--- config.mk ---
export PLATFORM = sky130hd
export DESIGN_NAME = virtual_timer_bank_unit
export DESIGN_NICKNAME = d
export VERILOG_FILES = /design/src/rtl/vtb_pkg.sv /design/src/rtl/vtb_cell.sv /design/src/rtl/virtual_timer_bank_unit.sv
export VERILOG_INCLUDE_DIRS = /design/src /design/src/rtl
export SDC_FILE = /design/constraint.sdc
export NUM_CORES = 2
export LEC_CHECK = 0
export BUFFER_PORTS_ARGS = -buffer_cell sky130_fd_sc_hd__buf_2
export CORE_ASPECT_RATIO = 0.7
export CORE_MARGIN = 5
export CORE_UTILIZATION = 40
export CTS_CLUSTER_SIZE = 10
export DETAILED_ROUTE_END_ITERATION = 16
export GPL_TIMING_DRIVEN = 0
export HOLD_SLACK_MARGIN = 0.02
export PLACE_DENSITY = 0.59
export SETUP_SLACK_MARGIN = 0.5
export SLEW_MARGIN = 15
export SYNTH_ARGS = -nofsm -noshare
export SYNTH_HDL_FRONTEND = slang
export SYNTH_SLANG_ARGS = --single-unit
--- constraint.sdc ---
create_clock -name i_clk -period 9 [get_ports i_clk]
set_input_delay 1.35 -clock i_clk [delete_from_list [all_inputs] [get_ports i_clk]]
set_output_delay 1.35 -clock i_clk [all_outputs]
set_load 0.005 [all_outputs]
--- src/rtl/virtual_timer_bank_unit_assert.svh ---
// assertion macros shared by the timer bank rtl
`ifndef VIRTUAL_TIMER_BANK_UNIT_ASSERT_SVH
`define VIRTUAL_TIMER_BANK_UNIT_ASSERT_SVH

// same-cycle implication, checked outside reset
`define VTB_ASSERT_NOW(label, clk, rst_n, ante, cons) \
    label: assert property (@(posedge clk) disable iff (!(rst_n)) (ante) |-> (cons)) \
        else $error("timer bank check failed");

// next-cycle implication, checked outside reset
`define VTB_ASSERT_NEXT(label, clk, rst_n, ante, cons) \
    label: assert property (@(posedge clk) disable iff (!(rst_n)) (ante) |=> (cons)) \
        else $error("timer bank check failed");

`endif

--- src/rtl/vtb_pkg.sv ---
package vtb_pkg;

    localparam int TIMER_SLOTS_DEF = 16;

    localparam int KIND_W    = 2;
    localparam int DUR_W     = 16;
    localparam int TPM_W     = 16;
    localparam int SLOT_ID_W = 4;
    localparam int MASK_W    = 16;
    localparam int COUNT_W   = 32;

    localparam logic [KIND_W-1:0] KIND_TICK  = 2'd0;
    localparam logic [KIND_W-1:0] KIND_START = 2'd1;
    localparam logic [KIND_W-1:0] KIND_STOP  = 2'd2;

    localparam logic [TPM_W-1:0] TPM_RESET = 16'd1;

    // command broadcast to every cell of the chain
    typedef struct packed {
        logic               tick;
        logic               start;
        logic               periodic;
        logic [COUNT_W-1:0] count;
    } t_cmd;

    // per-cell report back to the top level
    typedef struct packed {
        logic claim;
        logic fired;
    } t_cell_flags;

endpackage

--- src/rtl/vtb_cell.sv ---
module vtb_cell (
    input  logic               i_clk,
    input  logic               i_rst_n,
    input  vtb_pkg::t_cmd       i_cmd,
    input  logic               i_stop_hit,
    input  logic               i_found_in,
    output logic               o_found_out,
    output vtb_pkg::t_cell_flags o_flags
);
    import vtb_pkg::*;

    logic               r_running;
    logic               r_periodic;
    logic [COUNT_W-1:0] r_remaining;
    logic [COUNT_W-1:0] r_reload;

    logic               n_running;
    logic               n_periodic;
    logic [COUNT_W-1:0] n_remaining;
    logic [COUNT_W-1:0] n_reload;

    logic w_claim;
    logic w_expire;
    logic w_fire;

    // free-slot search ripples from the lowest slot upward
    assign w_claim     = i_cmd.start & ~r_running & ~i_found_in;
    assign o_found_out = i_found_in | ~r_running;

    // remaining count of zero or one
    assign w_expire = (r_remaining[COUNT_W-1:1] == '0);
    assign w_fire   = i_cmd.tick & r_running & w_expire;

    assign o_flags.claim = w_claim;
    assign o_flags.fired = w_fire;

    always_comb begin
        n_running   = r_running;
        n_periodic  = r_periodic;
        n_remaining = r_remaining;
        n_reload    = r_reload;
        priority if (w_claim) begin
            n_running   = 1'b1;
            n_periodic  = i_cmd.periodic;
            n_remaining = i_cmd.count;
            n_reload    = i_cmd.count;
        end else if (i_stop_hit) begin
            n_running = 1'b0;
        end else if (i_cmd.tick && r_running) begin
            if (w_expire) begin
                if (r_periodic) begin
                    n_remaining = r_reload;
                end else begin
                    n_running = 1'b0;
                end
            end else begin
                n_remaining = r_remaining - COUNT_W'(1);
            end
        end
    end

    always_ff @(posedge i_clk) begin
        if (!i_rst_n) begin
            r_running  <= 1'b0;
            r_periodic <= 1'b0;
        end else begin
            r_running  <= n_running;
            r_periodic <= n_periodic;
        end
        r_remaining <= n_remaining;
        r_reload    <= n_reload;
    end

endmodule

--- src/rtl/virtual_timer_bank_unit.sv ---
// Bank of down-counting timers behind one command port. A transfer happens at
// each clock edge with start high and busy low; busy stays low, so a command
// (tick, start timer, stop timer) may be issued every cycle. Each command gives
// exactly one result after its transfer: the first stage scales the duration
// by ticks_per_ms in a single 16x16 multiplier and registers it, the second
// applies the command to the chain of timer cells and registers the result.
// The result sits on the o_ ports for one cycle with o_done high and must be
// taken then, since the receiver cannot stall the block. A start claims the
// lowest free slot through a ripple along the cells; a full bank answers
// o_status high. A tick decrements every running timer; a timer at one or zero
// fires, then stops (one-shot) or reloads its period (periodic), and o_fired_mask
// reports the firing slots. Write ticks_per_ms only while no command is in flight.
module virtual_timer_bank_unit #(
    parameter int TIMER_SLOTS = vtb_pkg::TIMER_SLOTS_DEF
) (
    input  logic                          i_clk,
    input  logic                          i_rst_n,
    input  logic                          start,
    output logic                          busy,
    input  logic [vtb_pkg::KIND_W-1:0]    i_kind,
    input  logic [vtb_pkg::DUR_W-1:0]     i_duration_ms,
    input  logic                          i_periodic,
    input  logic [vtb_pkg::SLOT_ID_W-1:0] i_stop_id,
    input  logic                          i_cfg_we,
    input  logic [vtb_pkg::TPM_W-1:0]     i_cfg_wdata,
    output logic                          o_done,
    output logic                          o_status,
    output logic [vtb_pkg::SLOT_ID_W-1:0] o_assigned_id,
    output logic [vtb_pkg::MASK_W-1:0]    o_fired_mask
);
    import vtb_pkg::*;

`include "virtual_timer_bank_unit_assert.svh"

    // slots that can be named by stop_id or shown in the fired mask
    localparam int NAMED_SLOTS = 1 << SLOT_ID_W;
    localparam int MASK_N      = (TIMER_SLOTS < MASK_W) ? TIMER_SLOTS : MASK_W;

    // configuration
    logic [TPM_W-1:0] r_tpm;

    // stage one: command captured with its scaled count
    logic                 r_s1_valid;
    logic [KIND_W-1:0]    r_s1_kind;
    logic                 r_s1_periodic;
    logic [SLOT_ID_W-1:0] r_s1_stop_id;
    logic [COUNT_W-1:0]   r_s1_count;

    // result registers
    logic                 r_done;
    logic                 r_status;
    logic [SLOT_ID_W-1:0] r_assigned_id;
    logic [MASK_W-1:0]    r_fired_mask;

    logic                 w_accept;
    logic [COUNT_W-1:0]   w_product;
    t_cmd                 w_cmd;
    logic                 w_stop;
    logic [TIMER_SLOTS-1:0] w_stop_hit;
    logic [TIMER_SLOTS:0]   w_found;
    t_cell_flags          w_flags [TIMER_SLOTS];
    logic [TIMER_SLOTS-1:0] w_claim;
    logic [SLOT_ID_W-1:0] w_claim_id;
    logic [MASK_W-1:0]    w_mask;
    logic                 w_full;

    // never stalls, one transfer per cycle
    assign busy     = 1'b0;
    assign w_accept = start & ~busy;

    // 16x16 product always fits the 32 bit count
    assign w_product = COUNT_W'(i_duration_ms) * COUNT_W'(r_tpm);

    always_ff @(posedge i_clk) begin
        if (!i_rst_n) begin
            r_tpm <= TPM_RESET;
        end else if (i_cfg_we) begin
            r_tpm <= i_cfg_wdata;
        end
    end

    always_ff @(posedge i_clk) begin
        if (!i_rst_n) begin
            r_s1_valid <= 1'b0;
        end else begin
            r_s1_valid <= w_accept;
        end
        if (w_accept) begin
            r_s1_kind     <= i_kind;
            r_s1_periodic <= i_periodic;
            r_s1_stop_id  <= i_stop_id;
            r_s1_count    <= w_product;
        end
    end

    // decode the staged command for the cells
    assign w_cmd.tick     = r_s1_valid && (r_s1_kind == KIND_TICK);
    assign w_cmd.start    = r_s1_valid && (r_s1_kind == KIND_START);
    assign w_cmd.periodic = r_s1_periodic;
    assign w_cmd.count    = r_s1_count;
    assign w_stop         = r_s1_valid && (r_s1_kind == KIND_STOP);

    // only slots within the id range can be stopped
    always_comb begin
        w_stop_hit = '0;
        for (int i = 0; i < TIMER_SLOTS; i++) begin
            if (i < NAMED_SLOTS) begin
                w_stop_hit[i] = w_stop && (r_s1_stop_id == SLOT_ID_W'(i));
            end
        end
    end

    // chain of timer cells, free-slot flag handed from each to the next
    assign w_found[0] = 1'b0;

    for (genvar g = 0; g < TIMER_SLOTS; g++) begin : g_cell
        vtb_cell u_cell (
            .i_clk       (i_clk),
            .i_rst_n     (i_rst_n),
            .i_cmd       (w_cmd),
            .i_stop_hit  (w_stop_hit[g]),
            .i_found_in  (w_found[g]),
            .o_found_out (w_found[g+1]),
            .o_flags     (w_flags[g])
        );
        assign w_claim[g] = w_flags[g].claim;
    end

    // at most one claim, so an or of slot numbers gives its id
    always_comb begin
        w_claim_id = '0;
        for (int i = 0; i < TIMER_SLOTS; i++) begin
            if (w_claim[i]) begin
                w_claim_id = w_claim_id | SLOT_ID_W'(i);
            end
        end
    end

    // wide banks report only the low slots
    always_comb begin
        w_mask = '0;
        for (int i = 0; i < MASK_N; i++) begin
            w_mask[i] = w_flags[i].fired;
        end
    end

    assign w_full = ~w_found[TIMER_SLOTS];

    always_ff @(posedge i_clk) begin
        if (!i_rst_n) begin
            r_done <= 1'b0;
        end else begin
            r_done <= r_s1_valid;
        end
        r_status      <= w_cmd.start & w_full;
        r_assigned_id <= w_claim_id;
        r_fired_mask  <= w_mask;
    end

    assign o_done        = r_done;
    assign o_status      = r_status;
    assign o_assigned_id = r_assigned_id;
    assign o_fired_mask  = r_fired_mask;

    // every staged command gives a result the next cycle
    `VTB_ASSERT_NEXT(a_result_follows, i_clk, i_rst_n, r_s1_valid, o_done)
    // the lowest-free search grants at most one slot
    `VTB_ASSERT_NOW(a_single_claim, i_clk, i_rst_n, 1'b1, $onehot0(w_claim))
    // a refused start carries no slot and no fired bits
    `VTB_ASSERT_NOW(a_full_clean, i_clk, i_rst_n, o_done && o_status,
                    (o_assigned_id == '0) && (o_fired_mask == '0))
    // a claim happens exactly when a start finds room
    `VTB_ASSERT_NOW(a_claim_on_room, i_clk, i_rst_n, w_cmd.start,
                    (w_claim != '0) == !w_full)
    // fired bits appear only in answer to a tick
    `VTB_ASSERT_NEXT(a_fire_on_tick, i_clk, i_rst_n, r_s1_valid && !w_cmd.tick,
                     o_fired_mask == '0)

endmodule
==> out/metrics.cfg <==
[die]
die_y_um=340.7
io_pins=66
die_w_um=482.5
rows=121
start_util=0.4024
core-area_sq_mm=0.1553
dieArea_sq_mm=0.1644

[sta]
finalHoldViolations=0
max_slew_margin=0.07257
slew_viol_final=0
finalCritPeriodShare=0.8334
finalSetupViolCount=0
min_period_ns=7.501
max_freq_mhz=133.3
finClkSkew_ns=0.04968
setup_tns_ns=0
worst_pin_slew_ns=1.391
rsz0062_at_grt=no
finalWorstSetupSlack_ns=1.499

[yosys]
yosys.area.top_type=edfxtp_1
synth_area_sq_mm=0.06250
yosysMostFrequentCell=edfxtp_1
yosys_warnings=0
ys_types=77
synth_edf_count=1063
ys_top_cells_by_count=edfxtp_1 (1063), nand2_1 (864), o21ai_0 (616), nor2_1 (577), a21oi_1 (367)
syn_area_per_cell_sq_um=10.33
synth_top_area_frac=0.5107
ys_ff_latch=1134
ys_top_cells_by_area=edfxtp_1 (51%), fa_1 (6.2%), nand2_1 (5.2%)
async_flop_share=0
seq_area_frac_synth=0.5334
synthFlopType=edfxtp_1
synth_cells=6052
syn_nets=6409

[routing]
post_drt_wl_per_cell_um=26.11
vias=50190
dr.pass1.iters=7
viasPerCell=5.842
drc=0
wl_um=224300
first_iter_violations=7535
antenna_left=0

[pwr]
p_int_mw=10.15
power.density_mw_per_mm2=213.6
peakVddDrop_v=0.0001527
power.share.clock=0.327
cellLeakagePower_nw=24.94
combPwrFrac=0.263
p_switching_mw=5.299
seq_power_share=0.410
switching_share=0.3431

[final_layout]
design_area_sq_mm=0.07231
final_core_util=0.4655
drive_above_1_share=0.07633
instances_no_fill=8591
layout.nets=6752
area_growth_syn_to_layout_pct=15.69

[placed_design]
dpl_cell_area_sq_mm=0.06841
portBuffers=63
dp_slack_ns=0.6935
dp_cells=8350
hpwl_um=158500
gp_congestion=0.8942

[clock_network]
clk-insertion-delay-late_ns=0.79
clkTransAtPathRegs_ns=0.05
cts_tree=done
ctsResizeCount=0
hold_buffers=0
cts_root_buf=clkbuf_16
numCtsBuffers=133
clk_path_buf_depth=3
h-tree-depth=4
cts.sinks=1134
post_cts_buffers=0

[critical_path]
critPathSlowestCell=fa_1
worstPathRequired_ns=9.49
cp-end-kind=flip-flop
crit_type=in -> reg
path_common_cell=fa_1
crit_chain=buf_2 -> clkbuf_1 -> nand2_1 -> fa_1 -> fa_1 -> fa_1 -> fa_1 -> inv_1 -> fa_1 -> inv_1 -> fa_1 -> inv_1 -> ha_1 -> and3_1 -> nand4_1 -> a31o_2 -> a21oi_1 -> a211oi_1 -> o31ai_1 -> nor4bb_1 -> a211o_1
startpoint_type=input port
critical_path_buf_inv_count=5
crit_fanout=10
cp_top_family=adder cells
crit_arrival_ns=7.99
slowest_delay_ns=0.58

[run_status]
status=completed

[global_route]
grt_max_degree=41
antenna_found_initial=36
track_usage=0.2666
grt_pass1_vias=46350
grt_pass1_wl_um=322000
overflow=0

[hold_path]
hold_class=reg -> reg

[flow_run]
drv_cap=0

==> routing by layer <==
layer | track usage | share of wire | vias to the layer above
li1 | - | - | 22090
met1 | 0.3949 | 0.42 | 24410
met2 | 0.3663 | 0.40 | 3221
met3 | 0.07607 | 0.14 | 454
met4 | 0.1029 | 0.041 | 14
met5 | 0 | 0.00041 | -
==> path summary, 6_finish.rpt <==
kind                                            startpoint                                       end  slack [ns]  depth (start not counted)
setup reg to reg                     r_tpm[2]$_SDFFE_PN0P_                  r_s1_count[30]$_DFFE_PP_        1.87                         20
setup / recovery                         i_duration_ms[10]                  r_s1_count[30]$_DFFE_PP_        1.50                         21
hold / removal    g_cell[1].u_cell.r_periodic$_SDFFE_PN0P_  g_cell[1].u_cell.r_periodic$_SDFFE_PN0P_        0.46                          2
hold reg to reg   g_cell[1].u_cell.r_periodic$_SDFFE_PN0P_  g_cell[1].u_cell.r_periodic$_SDFFE_PN0P_        0.46                          2
==> cell families (layout without fill, tap and decap cells) <==
logic type | Yosys count | in the layout | share of synthesized area
fa+ha+maj | 314 | 314 | 0.08616
other cells | 1 | 16 | 0.00006000
xor+xnor | 390 | 390 | 0.05465
buf+inv | 643 | 1076 | 0.03915
flops | 1134 | 1134 | 0.5334
compound gates | 1255 | 1255 | 0.1114
mux | 45 | 45 | 0.007246
simple gates | 2270 | 2270 | 0.1679
==> sequential cells by signal, summed over array words and instances (netlist names), 2 cells and up <==
| signal | flops |
|---|---|
| g_cell.u_cell.r_periodic | 16 |
| g_cell.u_cell.r_reload | 512 |
| g_cell.u_cell.r_remaining | 512 |
| g_cell.u_cell.r_running | 16 |
| o_assigned_id | 4 |
| o_fired_mask | 16 |
| r_s1_count | 32 |
| r_s1_kind | 2 |
| r_s1_stop_id | 4 |
| r_tpm | 16 |
==> stage by stage <==
step / hold slack, ns / total power, mW
after floorplan: 0.4323 / 7.603
after global placement: 0.4383 / 9.642
after detailed placement: 0.4458 / 10.38
after CTS: 0.4530 / 15.36
after global routing: 0.4733 / 15.79
final: 0.4596 / 15.44
==> power groups by stage <==
stage                     logic, mW  clock network [mW]  registers, mW
after floorplan                1.23                   0           6.37
after global placement         2.37                   0           7.27
after detailed placement       3.93                   0           6.45
after CTS                      3.94                5.07           6.34
after global routing           4.16                5.30           6.34
final                          4.06                5.05           6.34
==> cell type report <==
cell class	instances	area (sq um)
diodes	15	37.54
plain buffers	338	1360
clock buffers	211	3652
clock inverters	14	185.2
fillers	14260	83020
inverters	305	1145
multi-input cells	4275	26940
flip-flops and latches	1134	33340
well taps	2091	2616
repair buffers	208	3032
==> cells in the final DEF, fill, tap and decap left out, drive strengths merged, types with 31 or more instances in the layout <==
cell type | netlist | final
edfxtp | 1063 | 1063
nand2 | 866 | 866
o21ai | 629 | 629
nor2 | 577 | 577
clkbuf | 303 | 515
a21oi | 369 | 369
inv | 302 | 308
xnor2 | 271 | 271
buf | 35 | 242
nor3 | 212 | 212
fa | 194 | 194
and2 | 142 | 142
ha | 120 | 120
xor2 | 119 | 119
or3 | 98 | 98
nor4 | 92 | 92
or4 | 73 | 73
dfxtp | 71 | 71
nand3 | 60 | 60
a21o | 45 | 45
a211oi | 44 | 44
mux2i | 43 | 43
o31ai | 31 | 31
==> tightest hold or removal path: cells and delay by family (launching register included) <==
kind             cells  cell delay, ns
flip-flops           1            0.31
AND/OR/NAND/NOR      1            0.05
AO/OA/AOI/OAI        1            0.05
Power figures use the tool's default switching activity.
